**src/assert_macros.svh**
```systemverilog
// assertion macros used by the rtl file gcode_word_lexer.sv
`ifndef ASSERT_MACROS_SVH
`define ASSERT_MACROS_SVH

// property checked on every clock edge outside reset
`define ASSERT_ALWAYS(name, prop, msg) \
	name: assert property (@(posedge clk) disable iff (!arst_n) (prop)) else $error(msg);

// consequence checked in the cycle after the trigger
`define ASSERT_NEXT(name, trig, prop, msg) \
	name: assert property (@(posedge clk) disable iff (!arst_n) (trig) |=> (prop)) else $error(msg);

`endif

```
**src/gwl_pkg.sv**
```systemverilog
// types, character constants and classification for the g-code word lexer
package gwl_pkg;

	typedef enum logic [2:0] {
		ST_IDLE  = 3'd0,
		ST_KEY   = 3'd1,
		ST_VALUE = 3'd2,
		ST_PARSE = 3'd3,
		ST_ERROR = 3'd4
	} lexer_state_t;

	typedef enum logic [2:0] {
		CL_E       = 3'd0,
		CL_LETTER  = 3'd1,
		CL_DIGIT   = 3'd2,
		CL_BLANK   = 3'd3,
		CL_INVALID = 3'd4
	} char_class_t;

	typedef enum logic [2:0] {
		EV_NONE     = 3'd0,
		EV_KEY      = 3'd1,
		EV_VALUE    = 3'd2,
		EV_WORD     = 3'd3,
		EV_GRAMMAR  = 3'd4,
		EV_TOO_LONG = 3'd5
	} lex_event_t;

	localparam logic [7:0] CH_NUL   = 8'h00;
	localparam logic [7:0] CH_TAB   = 8'h09;
	localparam logic [7:0] CH_LF    = 8'h0A;
	localparam logic [7:0] CH_CR    = 8'h0D;
	localparam logic [7:0] CH_SPACE = 8'h20;
	localparam logic [7:0] CH_PLUS  = 8'h2B;
	localparam logic [7:0] CH_MINUS = 8'h2D;
	localparam logic [7:0] CH_POINT = 8'h2E;
	localparam logic [7:0] CH_ZERO  = 8'h30;
	localparam logic [7:0] CH_NINE  = 8'h39;
	localparam logic [7:0] CH_UP_A  = 8'h41;
	localparam logic [7:0] CH_UP_E  = 8'h45;
	localparam logic [7:0] CH_UP_Z  = 8'h5A;
	localparam logic [7:0] CH_LO_A  = 8'h61;
	localparam logic [7:0] CH_LO_E  = 8'h65;
	localparam logic [7:0] CH_LO_Z  = 8'h7A;
	localparam logic [7:0] CASE_OFFSET = 8'h20;

	// reset value of the length limit register
	localparam logic [5:0] LIMIT_RESET = 6'd32;

	// sort one character into its lexical class
	function automatic char_class_t classify(input logic [7:0] c);
		char_class_t cl;
		if (c == CH_LO_E || c == CH_UP_E) begin
			cl = CL_E;
		end else if ((c >= CH_LO_A && c <= CH_LO_Z) || (c >= CH_UP_A && c <= CH_UP_Z)) begin
			cl = CL_LETTER;
		end else if ((c >= CH_ZERO && c <= CH_NINE) || c == CH_POINT
				|| c == CH_PLUS || c == CH_MINUS) begin
			cl = CL_DIGIT;
		end else if (c == CH_SPACE || c == CH_TAB || c == CH_LF || c == CH_CR
				|| c == CH_NUL) begin
			cl = CL_BLANK;
		end else begin
			cl = CL_INVALID;
		end
		return cl;
	endfunction

	// line terminators
	function automatic logic is_eol(input logic [7:0] c);
		return (c == CH_LF || c == CH_CR || c == CH_NUL);
	endfunction

	// lower-case letters to upper case, everything else unchanged
	function automatic logic [7:0] upcase(input logic [7:0] c);
		return (c >= CH_LO_A && c <= CH_LO_Z) ? (c - CASE_OFFSET) : c;
	endfunction

endpackage

```
**src/gcode_word_lexer.sv**
```systemverilog
// g-code word lexer: one character in, one lexer event out
//
//  channel   | handshake             | payload
//  ----------+-----------------------+---------------------------------------------
//  char in   | ch_valid / ch_stall   | ch
//  event out | res_valid / res_stall | event_res key_letter value_char
//            |                       | value_length line_end block_valid
//  config    | cfg_valid / cfg_ready | max_value_length
//
// one character per cycle sustained while res_stall is low; path: input register, then result register
// the lexer state update is one small step of logic between those registers
// arst_n clears the lexer state and the pipeline valids and loads the limit with 32
// a stalled result holds in the result register; the input register keeps taking
// characters until it is full too, then ch_stall rises
`include "assert_macros.svh"

module gcode_word_lexer #(
	parameter int MAX_VALUE_LEN = 32
) (
	input  logic       clk,
	input  logic       arst_n,
	// character channel
	input  logic       ch_valid,
	output logic       ch_stall,
	input  logic [7:0] ch,
	// result channel
	output logic       res_valid,
	input  logic       res_stall,
	output logic [2:0] event_res,
	output logic [7:0] key_letter,
	output logic [7:0] value_char,
	output logic [5:0] value_length,
	output logic       line_end,
	output logic       block_valid,
	// configuration channel
	input  logic       cfg_valid,
	output logic       cfg_ready,
	input  logic [5:0] max_value_length
);

	localparam logic [5:0] MaxLen = 6'(MAX_VALUE_LEN);

	// input register
	logic       valid_s1;
	logic [7:0] ch_s1;

	// lexer state
	gwl_pkg::lexer_state_t state_q;
	gwl_pkg::lexer_state_t state_nxt;
	logic [7:0]            held_key_q;
	logic [5:0]            value_count_q;
	logic                  block_failed_q;
	logic [5:0]            limit_cfg_q;

	// step logic
	gwl_pkg::char_class_t cls;
	gwl_pkg::lex_event_t  ev;
	logic [5:0]           limit;
	logic                 eol;
	logic [7:0]           key_nxt;
	logic [5:0]           count_nxt;
	logic                 failed_nxt;
	logic [7:0]           vchar;
	logic [5:0]           vlen;

	// handshake control
	logic res_free;
	logic advance;

	assign res_free  = !res_valid || !res_stall;
	assign advance   = valid_s1 && res_free;
	assign ch_stall  = valid_s1 && !res_free;
	assign cfg_ready = 1'b1;

	// limit register
	always_ff @(posedge clk or negedge arst_n) begin
		if (!arst_n) begin
			limit_cfg_q <= gwl_pkg::LIMIT_RESET;
		end else if (cfg_valid && cfg_ready) begin
			limit_cfg_q <= max_value_length;
		end
	end

	// input register
	always_ff @(posedge clk or negedge arst_n) begin
		if (!arst_n) begin
			valid_s1 <= 1'b0;
		end else if (!ch_stall) begin
			valid_s1 <= ch_valid;
		end
	end

	always_ff @(posedge clk) begin
		if (ch_valid && !ch_stall) begin
			ch_s1 <= ch;
		end
	end

	// classification and clamped limit
	assign cls   = gwl_pkg::classify(ch_s1);
	assign eol   = gwl_pkg::is_eol(ch_s1);
	assign limit = (limit_cfg_q > MaxLen) ? MaxLen : limit_cfg_q;

	// next state
	always_comb begin
		case (state_q)
			gwl_pkg::ST_IDLE, gwl_pkg::ST_PARSE: begin
				if (cls == gwl_pkg::CL_E || cls == gwl_pkg::CL_LETTER) begin
					state_nxt = gwl_pkg::ST_KEY;
				end else if (cls == gwl_pkg::CL_BLANK) begin
					state_nxt = gwl_pkg::ST_IDLE;
				end else begin
					state_nxt = gwl_pkg::ST_ERROR;
				end
			end
			gwl_pkg::ST_KEY: begin
				state_nxt = (cls == gwl_pkg::CL_DIGIT) ? gwl_pkg::ST_VALUE : gwl_pkg::ST_ERROR;
			end
			gwl_pkg::ST_VALUE: begin
				if (cls == gwl_pkg::CL_E || cls == gwl_pkg::CL_DIGIT) begin
					state_nxt = gwl_pkg::ST_VALUE;
				end else if (cls == gwl_pkg::CL_BLANK) begin
					state_nxt = gwl_pkg::ST_PARSE;
				end else begin
					state_nxt = gwl_pkg::ST_ERROR;
				end
			end
			default: begin
				state_nxt = gwl_pkg::ST_ERROR;
			end
		endcase
	end

	// event, key, count and failure flag for this character
	always_comb begin
		ev         = gwl_pkg::EV_NONE;
		key_nxt    = held_key_q;
		count_nxt  = value_count_q;
		failed_nxt = block_failed_q;
		vchar      = 8'd0;
		vlen       = value_count_q;
		case (state_nxt)
			gwl_pkg::ST_KEY: begin
				key_nxt = gwl_pkg::upcase(ch_s1);
				ev      = gwl_pkg::EV_KEY;
			end
			gwl_pkg::ST_VALUE: begin
				if (value_count_q < limit) begin
					count_nxt = value_count_q + 6'd1;
					vchar     = ch_s1;
					ev        = gwl_pkg::EV_VALUE;
				end else begin
					failed_nxt = 1'b1;
					ev         = gwl_pkg::EV_TOO_LONG;
				end
				vlen = count_nxt;
			end
			gwl_pkg::ST_PARSE: begin
				ev        = gwl_pkg::EV_WORD;
				count_nxt = 6'd0;
			end
			gwl_pkg::ST_ERROR: begin
				if (state_q != gwl_pkg::ST_ERROR) begin
					ev         = gwl_pkg::EV_GRAMMAR;
					failed_nxt = 1'b1;
				end
			end
			default: begin
				ev = gwl_pkg::EV_NONE;
			end
		endcase
	end

	// lexer state update, end of line returns to reset values
	always_ff @(posedge clk or negedge arst_n) begin
		if (!arst_n) begin
			state_q        <= gwl_pkg::ST_IDLE;
			held_key_q     <= 8'd0;
			value_count_q  <= 6'd0;
			block_failed_q <= 1'b0;
		end else if (advance) begin
			if (eol) begin
				state_q        <= gwl_pkg::ST_IDLE;
				held_key_q     <= 8'd0;
				value_count_q  <= 6'd0;
				block_failed_q <= 1'b0;
			end else begin
				state_q        <= state_nxt;
				held_key_q     <= key_nxt;
				value_count_q  <= count_nxt;
				block_failed_q <= failed_nxt;
			end
		end
	end

	// result register
	always_ff @(posedge clk or negedge arst_n) begin
		if (!arst_n) begin
			res_valid <= 1'b0;
		end else if (res_free) begin
			res_valid <= valid_s1;
		end
	end

	always_ff @(posedge clk) begin
		if (advance) begin
			event_res    <= ev;
			key_letter   <= key_nxt;
			value_char   <= vchar;
			value_length <= vlen;
			line_end     <= eol;
			block_valid  <= !failed_nxt;
		end
	end

	// checks
	`ASSERT_ALWAYS(a_count_in_range, value_count_q <= MaxLen, "value count above limit")
	`ASSERT_ALWAYS(a_stall_needs_full, !ch_stall || valid_s1, "stall with empty input register")
	`ASSERT_NEXT(a_eol_clears, advance && eol,
		state_q == gwl_pkg::ST_IDLE && value_count_q == 6'd0 && !block_failed_q,
		"end of line did not reset lexer")
	`ASSERT_NEXT(a_error_sticks, advance && !eol && state_q == gwl_pkg::ST_ERROR,
		state_q == gwl_pkg::ST_ERROR && block_failed_q, "error state left before end of line")

endmodule
```
**config.mk**
```make
export PLATFORM = sky130hd
export DESIGN_NAME = gcode_word_lexer
export DESIGN_NICKNAME = d
export VERILOG_FILES = /design/src/gwl_pkg.sv /design/src/gcode_word_lexer.sv
export VERILOG_INCLUDE_DIRS = /design/src /design/src/src
export SDC_FILE = /design/constraint.sdc
export NUM_CORES = 1
export LEC_CHECK = 0
export ABC_AREA = 1
export ABC_CLOCK_PERIOD_IN_PS = 2410
export BUFFER_PORTS_ARGS = -buffer_cell sky130_fd_sc_hd__clkbuf_2
export CAP_MARGIN = 0
export CELL_PAD_IN_SITES_DETAIL_PLACEMENT = 0
export CELL_PAD_IN_SITES_GLOBAL_PLACEMENT = 1
export CORE_MARGIN = 8
export CORE_UTILIZATION = 43
export DETAILED_ROUTE_END_ITERATION = 8
export PLACE_DENSITY_LB_ADDON = 0.1
export REMOVE_ABC_BUFFERS = 1
export SLEW_MARGIN = 20
export SYNTH_ARGS = -nofsm -noshare
export SYNTH_HDL_FRONTEND = slang
export SYNTH_SLANG_ARGS = --single-unit
```
**constraint.sdc**
```tcl
create_clock -name clk -period 2.41 [get_ports clk]
set_input_delay 0.482 -clock clk [delete_from_list [all_inputs] [get_ports clk]]
set_output_delay 0.482 -clock clk [all_outputs]
set_load 0.005 [all_outputs]
```
; ---- Yosys cells after proc, flatten, opt, wreduce, memory -nomap -nowiden
; Index checks and enable logic that the tools add are counted.
; W data, S select, Z words.
[totals]
reg_bits = 61
latch_bits = 0
ram_bits = 0
mem_bits_ro = 0
input_bits = 19
out_inout_bits = 30
word_cells = 102
mem_count = 0
[classes]
add_sub_neg = 2
mul = 0
n_div = 0
order_cmp = 8
n_eq_ne = 20
n_shift = 0
n_mux = 26
bitwise = 0
n_reduce_logical = 32
[ops]
columns = operator, count
row1 = $mux W3, 12
row2 = $eq A8 B6 Y1 const B, 4
row3 = $eq A8 B4 Y1 const B, 3
row4 = $mux W6, 4
row5 = $mux W8, 3
row6 = $eq A3 B2 Y1 const B, 6
row7 = $eq A8 B7 Y1 const B, 2
row8 = $ge A8 B7 Y1 const B, 2
row9 = $le A8 B7 Y1 const B, 2
row10 = $logic_or A1 B1 Y1, 14
row11 = $pmux W3 S4, 1
row12 = $pmux W6 S2, 1
row13 = $eq A3 B1 Y1 const B, 3
row14 = $pmux W3 S3, 1
row15 = $ge A8 B6 Y1 const B, 1
row16 = $le A8 B6 Y1 const B, 1
row17 = $logic_not A8 Y1, 1
row18 = $sub A8 B6 Y8 const B, 1
row19 = $add A6 B1 Y6 const B, 1
row20 = $gt A6 B6 Y1 const B, 1
row21 = $logic_and A1 B1 Y1, 6
row22 = $logic_not A3 Y1, 2
row23 = $lt A6 B6 Y1, 1
row24 = $logic_not A1 Y1, 5
row25 = 7 further kinds, 10

; ---- Longest topological paths before layout
; Gate-level depths: netlist of the first run.
[logic_depth]
depth_word = 16
depth_mapped = 16
depth_no_buf = 16

; ---- Least setup slack after synthesis of the first run
; OpenSTA, ideal clock, no wires.
[synth_timing]
path_kind = input port to flip-flop
startpoint = input port res_stall
endpoint = register block_valid, enable pin
setup_ns = 0.402
arrival_time_ns = 1.698
required_ns = 2.008
slack_ns = 0.310
path_stages = 4
n_path_buf = 1
path_cell_list = nand2_1 nand2_1 inv_1 clkbuf_1
[synth_between]
elab_chain_cells = 3
[synth_lines]
columns = element, line_no
row1 = start: declaration, gcode_word_lexer.sv:28  ; input logic res_stall,
row2 = $logic_not A1 Y1, gcode_word_lexer.sv:70  ; assign res_free = !res_valid || !res_stall;
row3 = $logic_or A1 B1 Y1, gcode_word_lexer.sv:70
row4 = $logic_and A1 B1 Y1, gcode_word_lexer.sv:71  ; assign advance = valid_s1 && res_free;
row5 = via advance, gcode_word_lexer.sv:68  ; logic advance;
row6 = end signal: assignment, gcode_word_lexer.sv:212  ; block_valid <= !failed_nxt;
row7 = end: declaration, gcode_word_lexer.sv:34  ; output logic block_valid,
; The timed path passes the listed nets, and every way through them passes these cells.
; A chain may end at the register's enable or synchronous reset.

; ---- Final worst setup path of the first run
[layout_timing]
startpoint = register limit_cfg_q[2]
endpoint = register value_length[1], data pin
[layout_between]
elab_chain_cells = 5
[layout_lines]
columns = element, line_no
row1 = start: declaration, gcode_word_lexer.sv:53  ; logic [5:0] limit_cfg_q;
row2 = start signal: assignment, gcode_word_lexer.sv:78  ; limit_cfg_q <= gwl_pkg::LIMIT_RESET;
row3 = start signal: assignment, gcode_word_lexer.sv:80  ; limit_cfg_q <= max_value_length;
row4 = $gt A6 B6 Y1, gcode_word_lexer.sv:102  ; assign limit = (limit_cfg_q > MaxLen) ? MaxLen : limit_cfg_q;
row5 = $mux W6 (*), gcode_word_lexer.sv:102
row6 = $lt A6 B6 Y1 (*), gcode_word_lexer.sv:148  ; if (value_count_q < limit) begin
row7 = $mux W6 (*), gcode_word_lexer.sv:148
row8 = $mux W6 (*), gcode_word_lexer.sv:142  ; case (state_nxt)
row9 = via vlen[1], gcode_word_lexer.sv:64  ; logic [5:0] vlen;
row10 = end signal: assignment, gcode_word_lexer.sv:210  ; value_length <= vlen;
row11 = end: declaration, gcode_word_lexer.sv:32  ; output logic [5:0] value_length,
; The timed path passes the listed nets; every way through them passes the cells marked *.

==> out/metrics.cfg, run 1 <==
[timing]
hold_viol=0
totalNegativeSetupSlack_ns=0
slew_headroom=0.522
max_freq_mhz=459
final_max_slew_viol_count=0
min_period_over_period=0.904
tightest_slew_ns=0.718
setup_viol=0
period_needed_ns=2.18
finClkSkew_ns=0.00981
grt_setup_unrepaired=false

[clock_tree]
cts_sinks=61
path_clk_slew_ns=0.07
clock_latency_ns=0.34
post_cts_buffers=0
clk_path_buf_depth=2
ctsResizeCount=0
cts_made_buffers=9
cts_tree=built
htree_levels=3
ctsHoldBuffers=0
root_buffer=clkbuf_8

[logic_synthesis]
yosysTopAreaCell=edfxtp_1
synth_top_area_share=0.336
synthMuxAreaShare=0.0108
yosys.area_share.simple=0.199
synth.yosys.seq_area_share=0.544
ys_ff_latch=61
syn_area_um2=3130
synth_ff_type=edfxtp_1
synthAdderAreaFrac=0.0360
async_flop_share=0.426
ys_warn_count=0
yosys-top-cells-area=edfxtp_1 34%, dfrtp_1 20%, nand2_1 9.2%, inv_1 6.4%, nor2_1 4.1%
syn-mean-instance-area_um2=9.12
synthDistinctLibCells=34
synth_xor_area_frac=0.0112
synth_edf_count=35
synth_top_family_by_area=simple AND/OR/NAND/NOR gates
synth_compound_gate_area_share=0.108
synthCells=343

[placed_design]
gp_congestion=0.830
portBuffers=47
place_hpwl_um=4870

[power_and_ir_drop]
power_density_nw_per_um2=1000
ir_drop_mv=0.373
p_total_mw=3.71
leakagePower_nw=1.81

[floorplan]
design.die.area_um2=10300
die_y_um=101
die_width_um=101
rows=31
start_util=0.438
core_um2=7140
boundaryPins=49

[global_route]
grt_first_pass_wirelength_um=11300
grt_max_degree=27
overflow=0
first_global_vias=2435
grtUsageTotal=0.143
grt_antenna_before_repair=0

[final_layout]
multi_input_area_um2=1150
fin_nets=427
seq_area_um2=1700
antenna_cells=0
drive_gt1_frac=0.260
fillerInstances=711
syn2layout_area_growth_pct=18.2

[setup_path]
startpoint_type=flip-flop
path_class=flip-flop to flip-flop
cp.required_ns=2.50
crit_arrival_ns=2.27
end_kind=flip-flop
crit_path_max_fanout=14

[routing]
vias=2298
viasPerCell=4.57
ant_nets=0
dr.pass1.iters=4
drtIter0Drc=99
post-route-drc-count=0
wl_per_cell_um=12.7
wirelength_um=6400

[worst_hold_path]
min_path_type=input pin to asynchronous set/reset pin

[outcome]
status=complete, no violations

[flow_run]
maxCapViolCount=0

cell usage in the layout, fill, tap and decap left out, drive strengths merged, types with 2 or more instances in the layout:
master,Yosys,final
a21oi,6,6
buf,4,5
bufinv,0,2
clkbuf,3,58
clkinv,1,4
conb,2,2
dfrtp,25,25
edfxtp,35,35
ha,9,9
inv,61,61
mux2,3,3
nand2,82,82
nand3,16,16
nand4,3,3
nor2,39,39
o21ai,37,37
o22ai,8,8
xor2,4,4
cells by family after synthesis:
logic type / after synthesis
simple gates: 142
buf+inv: 69
other cells: 2
mux: 3
flops: 61
xor+xnor: 4
compound gates: 53
fa+ha+maj: 9
worst max-delay path, cell delays in order (launching register included):
cell and delay, ns:
dfrtp_1 0.39, nor2_1 0.10, nand3_1 0.07, nand2_1 0.11
nand2_1 0.07, ha_1 0.29, a21oi_1 0.14, o21a_1 0.14
nand2_1 0.10, inv_2 0.21, o21ai_0 0.14, nor2_1 0.12
a21oi_2 0.04
stage by stage:
| step | cell area (um^2) | util | hold WS [ns] | setup WS [ns] | std cells |
|---|---|---|---|---|---|
| floorplan | 3080 | - | 0.186 | 0.396 | 336 |
| global placement | 3480 | 0.488 | 0.467 | 0.305 | 487 |
| detailed placement | 3480 | 0.488 | 0.474 | 0.240 | 487 |
| CTS | 3700 | 0.518 | 0.209 | 0.223 | 503 |
| global route | 3700 | 0.518 | 0.229 | 0.0260 | 503 |
| finish | 3700 | 0.518 | 0.180 | 0.232 | 503 |
where the power goes:
part	switching [mW]	internal (mW)	total (mW)
Combinational	0.709	0.453	1.16
Clock	0.384	0.604	0.987
Sequential	0.161	1.40	1.56
Total	1.25	2.46	3.71
synthesized netlist by cell type (2+ instances only):
cell and instances:
nor2_2 4, conb_1 2, ha_1 9, nand4_1 3, o22ai_1 8, nor2_1 34
dfrtp_1 25, nand3_2 2, xor2_1 4, mux2_2 3, a21oi_1 5, nand3_1 14
o21ai_0 22, buf_2 2, nand2_2 3, nand2_1 77, inv_1 53, clkbuf_1 3
edfxtp_1 35, o21ai_2 14, inv_2 8
worst paths after layout:
| kind | endpoint | cells past startpoint | slack (ns) | from |
|---|---|---|---|---|
| worst max-delay path | value_length[1] | 12 | 0.23 | limit_cfg_q[2] |
| worst min-delay path | held_key_q[3] | 1 | 0.18 | arst_n |
| worst max register to register | value_length[1] | 12 | 0.23 | limit_cfg_q[2] |
| worst min register to register | block_failed_q | 2 | 0.49 | block_failed_q |
| max in group asynchronous | value_count_q[0] | 1 | 1.76 | arst_n |
| min in group clk | ch_s1[3] | 1 | 0.32 | ch[3] |
cell type report:
| class | instances | area share |
|---|---|---|
| Clock buffer | 11 | 0.0383 |
| Clock inverter | 5 | 0.0200 |
| Inverter | 62 | 0.0630 |
| Multi-Input combinational cell | 213 | 0.311 |
| Sequential cell | 61 | 0.461 |
| Tap cell | 99 | 0.0335 |
| Timing Repair Buffer | 52 | 0.0738 |
state kept, by name, indices dropped and copies added, names as in the netlist:
register        cells
value_char          8
ch_s1               8
held_key_q          8
state_q             3
block_failed_q      1
block_valid         1
line_end            1
event_res           3
key_letter          8
value_count_q       6
valid_s1            1
value_length        6
res_valid           1
limit_cfg_q         6
metal layers:
metal | vias to the layer above | wire length, um | GRT usage
li1 | 1214 | - | -
met1 | 1016 | 3270 | 0.191
met2 | 55 | 2660 | 0.209
met3 | 13 | 336 | 0.0351
met4 | 0 | 140 | 0.0779
met5 | - | 0 | 0
Power figures use the tool's default switching activity.
==> run 2, diff against run 1 <==
- ABC_AREA: 1 -> 0
- CORE_UTILIZATION: 43 -> 45
==> run 2 against run 1 <==
Synthesized area increased by 1.2%. Cell count is 14% lower. Sequential power decreased by 19%. Clock skew rose by 0.0058 ns. Cell area grew 4.5%. First-iteration DRC count up 53%. Global-route usage increased by 0.15 points. Sequential share of layout area is 2.0 points lower. Non-clock buffer count increased by 20. Critical path type unchanged. Critical endpoint is now value_count_q[5].
==> out/metrics.cfg, run 2 <==
[clock_tree]
clock_latency_ns=0.34
cts_tree=built
cts_made_buffers=9
htree_levels=3
root_buffer=clkbuf_8
clk_path_buf_depth=2
path_clk_slew_ns=0.08
cts_sinks=61

[final_layout]
mostFrequentLayoutCells=47 x clkbuf_2, 35 x edfxtp_1, 25 x dfrtp_1, 25 x buf_4, 20 x nand2_1
fin_nets=361
antenna_cells=0
mostFrequentLayoutCell=clkbuf_2
syn2layout_area_growth_pct=22.0
fin_area_um2=3860
drive_gt1_frac=0.355
fillerInstances=590

[global_route]
first_global_vias=2281
grt_first_pass_wirelength_um=11500
grt_antenna_before_repair=0
overflow=0
grtUsageTotal=0.145
grt_max_degree=27

[placed_design]
place_ws_ns=0.0710
place_hpwl_um=4780
dpl_cell_area_um2=3560
portBuffers=47
gp_congestion=0.822

[routing]
vias=2258
wl_per_cell_um=15.9
post-route-drc-count=0
dr.pass1.iters=4
wirelength_um=6880
drtIter0Drc=151
ant_nets=0
viasPerCell=5.20

[power_and_ir_drop]
leakagePower_nw=1.58
p_total_mw=2.54
ir_drop_mv=0.329
power_density_nw_per_um2=658

[floorplan]
core_um2=6790
die_width_um=99.9
design.die.area_um2=9970
start_util=0.466
boundaryPins=49
die_y_um=99.9
rows=30

[logic_synthesis]
syn_area_um2=3170
synth_edf_count=35
yosys-top-cells-area=edfxtp_1 33%, dfrtp_1 20%, ha_1 3.6%, nand2_1 2.5%, a22o_1 2.2%
synth_ff_type=edfxtp_1
synth_top_area_share=0.332
synth.yosys.seq_area_share=0.538
async_flop_share=0.426
synth_common_cells=35 x edfxtp_1, 25 x dfrtp_1, 21 x nand2_1, 13 x nor2_1
synthCells=266
ys_warn_count=0
yosysTopAreaCell=edfxtp_1
syn-mean-instance-area_um2=11.9
synthDistinctLibCells=68
ys_ff_latch=61
yosysMostFrequentCell=edfxtp_1

[worst_hold_path]
min_path_type=input pin to asynchronous set/reset pin

[setup_path]
crit_path_top_delay_cell=dfstp_2
cp.required_ns=2.66
crit_arrival_ns=2.49
end_kind=flip-flop
crit_path_max_fanout=6
critPathMaxStageDelay_ns=0.54
path_class=flip-flop to flip-flop
cp_cell_sequence=inv_1 > ha_1 > nor4_1 > o21ai_1 > nand2_2 > nand2b_1 > or3_1 > o211ai_1
startpoint_type=flip-flop

[outcome]
status=complete, no violations

[timing]
max_freq_mhz=445
final_max_slew_viol_count=0
setup_slack_ns=0.161
period_needed_ns=2.25
slew_headroom=0.543
min_period_over_period=0.933
finClkSkew_ns=0.0156
tightest_slew_ns=0.686
setup_viol=0
hold_viol=0
grt_setup_unrepaired=false

[flow_run]
maxCapViolCount=0

-- run 2: changes by cell type after synthesis, moves of 9 or more --
cell,previous run,this run
nand2b_1,0,9
and2_1,0,10
nand3_1,14,5
inv_1,53,9
o21ai_0,22,10
o21ai_2,14,0
nand2_1,77,21
nor2_1,34,13
-- run 2: metrics by stage --
step                      hold slack (ns)  setup TNS [ns]  instances   util
after floorplan                     0.186          -12.49        250      -
after global placement              0.462               0        411  0.524
after detailed placement            0.483               0        411  0.524
after CTS                           0.203               0        427  0.554
after global routing                0.222               0        434  0.568
final                               0.168               0        434  0.568
-- run 2: critical path, delay by kind of cell, from the launching register on --
| family | cells | cell delay, ns |
|---|---|---|
| AND/OR/NAND/NOR | 4 | 0.98 |
| flip-flops | 1 | 0.54 |
| AO/OA/AOI/OAI | 2 | 0.35 |
| adder cells (fa/ha/maj) | 1 | 0.20 |
| buffers and inverters | 1 | 0.09 |
-- run 2: cells by family (layout without fill, tap and decap cells) --
group,Yosys count,in the layout,share of synthesized area
buffers and inverters,27,99,0.0454
adders and majority gates,9,9,0.0356
xor gates and xnor gates,7,7,0.0194
other,2,2,0.00237
muxes,12,12,0.0427
and+or+nand+nor,91,91,0.181
AOI/OAI and AO/OA,57,57,0.136
DFF,61,61,0.538
-- run 2: final cells by class --
cell class | instances | area [um^2] | share of cell area
clock inverters | 4 | 47.5 | 0.0123
repair buffers | 72 | 423 | 0.110
clock buffers | 12 | 155 | 0.0402
multi-input cells | 178 | 1370 | 0.355
inverters | 11 | 42.5 | 0.0110
flip-flops and latches | 61 | 1700 | 0.441
well taps | 96 | 120 | 0.0311
-- run 2: what timing repair did --
action                                  CTS  global route
hold buffers                              0             0
buffers inserted                          0             7
gates resized for setup                   0             8
endpoints found under the setup margin    0            19
-- run 2: worst paths after layout --
| check | end | cells after the start | slack, ns | from |
|---|---|---|---|---|
| max in group asynchronous | value_count_q[1] | 1 | 1.77 | arst_n |
| setup / recovery | value_count_q[5] | 8 | 0.16 | limit_cfg_q[5] |
| hold / removal | held_key_q[0] | 1 | 0.17 | arst_n |
| min in group clk | ch_s1[3] | 1 | 0.32 | ch[3] |
| hold reg to reg | held_key_q[1] | 1 | 0.50 | held_key_q[1] |
| setup reg to reg | value_count_q[5] | 8 | 0.16 | limit_cfg_q[5] |
-- run 2: where the power goes --
| part | internal, mW | switching, mW | total (mW) |
|---|---|---|---|
| registers | 1.22 | 0.0551 | 1.27 |
| logic | 0.159 | 0.182 | 0.341 |
| clock network | 0.531 | 0.396 | 0.927 |
-- run 2: metal layers --
metal  share of wire  vias to the layer above  global-route usage
met2            0.42                       66               0.203
met4           0.011                        0              0.0524
met5               0                        -                   0
met3           0.053                        9              0.0374
li1                -                     1120                   -
met1            0.52                     1063               0.208
==> run 3, diff against run 2 <==
- CTS_BUF_LIST: default -> sky130_fd_sc_hd__clkbuf_16
==> run 3 against run 2 <==
Register-to-register slack hardly changed. Global-route usage barely moved. Hold slack gained 0.033 ns. Core utilization up 1.1 points. Cell count decreased by 0.23%. Highest routed layer unchanged. Critical path depth grew 1. Critical path type unchanged. Wire length is 1.7% lower. Combinational power barely moved. Clock power is 32% higher. Largest cell class unchanged. Via count fell by 1.6%.
==> out/metrics.cfg, run 3 (same netlist as run 2, synthesis figures left out) <==
[floorplan]
start_util=0.466
core_um2=6790
boundaryPins=49
rows=30
die_width_um=99.9
design.die.area_um2=9970
die_y_um=99.9

[final_layout]
mostFrequentLayoutCells=47 x clkbuf_2, 35 x edfxtp_1, 25 x dfrtp_1
seq_area_um2=1700
fillerInstances=575
syn2layout_area_growth_pct=24.3
multi_input_area_um2=1370
fin_util=0.579
mostFrequentLayoutCell=clkbuf_2
antenna_cells=0
fin_area_um2=3940
drive_gt1_frac=0.347
fin_nets=360

[timing]
fin_hold_ws_ns=0.201
period_needed_ns=2.24
max_freq_mhz=447
finClkSkew_ns=0.00760
slew_headroom=0.525
setup_slack_ns=0.173
hold_viol=0
grt_setup_unrepaired=false
tightest_slew_ns=0.713
setup_viol=0
totalNegativeSetupSlack_ns=0
final_max_slew_viol_count=0
min_period_over_period=0.928

[setup_path]
path_class=flip-flop to flip-flop
end_kind=flip-flop
crit_arrival_ns=2.31
cp.required_ns=2.48
startpoint_type=flip-flop
crit_path_max_fanout=6

[global_route]
first_global_vias=2263
grt_first_pass_wirelength_um=11400
grtUsageTotal=0.145
overflow=0
grt_max_degree=27
grt_antenna_before_repair=0

[clock_tree]
ctsHoldBuffers=0
clock_latency_ns=0.32
cts_tree=built
clk_path_buf_depth=2
path_clk_slew_ns=0.06
htree_levels=3
root_buffer=clkbuf_16
cts_sinks=61
cts_made_buffers=9

[routing]
drtIter0Drc=141
wirelength_um=6770
post-route-drc-count=0
ant_nets=0
viasPerCell=5.13
wl_per_cell_um=15.6
vias=2222
dr.pass1.iters=4

[power_and_ir_drop]
power_density_nw_per_um2=720
ir_drop_mv=0.417
leakagePower_nw=1.62

[worst_hold_path]
min_path_type=input pin to asynchronous set/reset pin

[placed_design]
portBuffers=47
gp_congestion=0.822
dpl_cell_area_um2=3560
place_ws_ns=0.0710
place_hpwl_um=4780

[outcome]
status=complete, no violations

[flow_run]
maxCapViolCount=0

## run 3: layout make-up
type                    instances  area share
inverters                      11      0.0108
clock inverters                 7      0.0149
flip-flops and latches         61       0.433
well taps                      96      0.0305
multi-input cells             178       0.348
repair buffers                 71       0.106
clock buffers                   9      0.0572
## run 3: per-layer routing
metal / vias up / part of all wire / global-route usage
met5: - / 0 / 0
li1: 1118 / - / -
met2: 55 / 0.41 / 0.197
met1: 1042 / 0.53 / 0.209
met4: 0 / 0.012 / 0.0419
met3: 7 / 0.050 / 0.0519
## run 3: per-stage QoR
step                power (mW)  cells
CTS                       2.85    427
global placement          1.62    411
finish                    2.83    433
floorplan                 1.48    250
detailed placement        1.62    411
global route              2.97    433
## run 3: final timing paths
check,from,endpoint,slack (ns),depth (start not counted)
worst min-delay path,arst_n,held_key_q[0],0.20,1
worst min register to register,valid_s1,res_valid,0.50,1
max in group asynchronous,arst_n,valid_s1,1.74,1
worst max register to register,limit_cfg_q[5],block_valid,0.17,9
worst max-delay path,limit_cfg_q[5],block_valid,0.17,9
min in group clk,ch[3],ch_s1[3],0.33,1
## run 3: worst max-delay path: stages (launching register included)
cell and delay, ns:
dfstp_2 0.53, inv_1 0.09, nand2_1 0.09, ha_1 0.18, o21ai_0 0.10, o21bai_1 0.27, nand2_2 0.17, nor3_2 0.22
o221a_1 0.29, nor2_1 0.05
## run 3: where the power goes
group	leakage [nW]	total, mW	internal [mW]	switching [mW]
clock	0.141	1.22	0.784	0.432
sequential	0.627	1.28	1.22	0.0551
combinational	0.850	0.339	0.158	0.181
## run 3: what timing repair did
item                       in CTS  in global routing
gates resized for setup         0                  8
setup endpoints to repair       0                 17
setup buffers                   0                  6
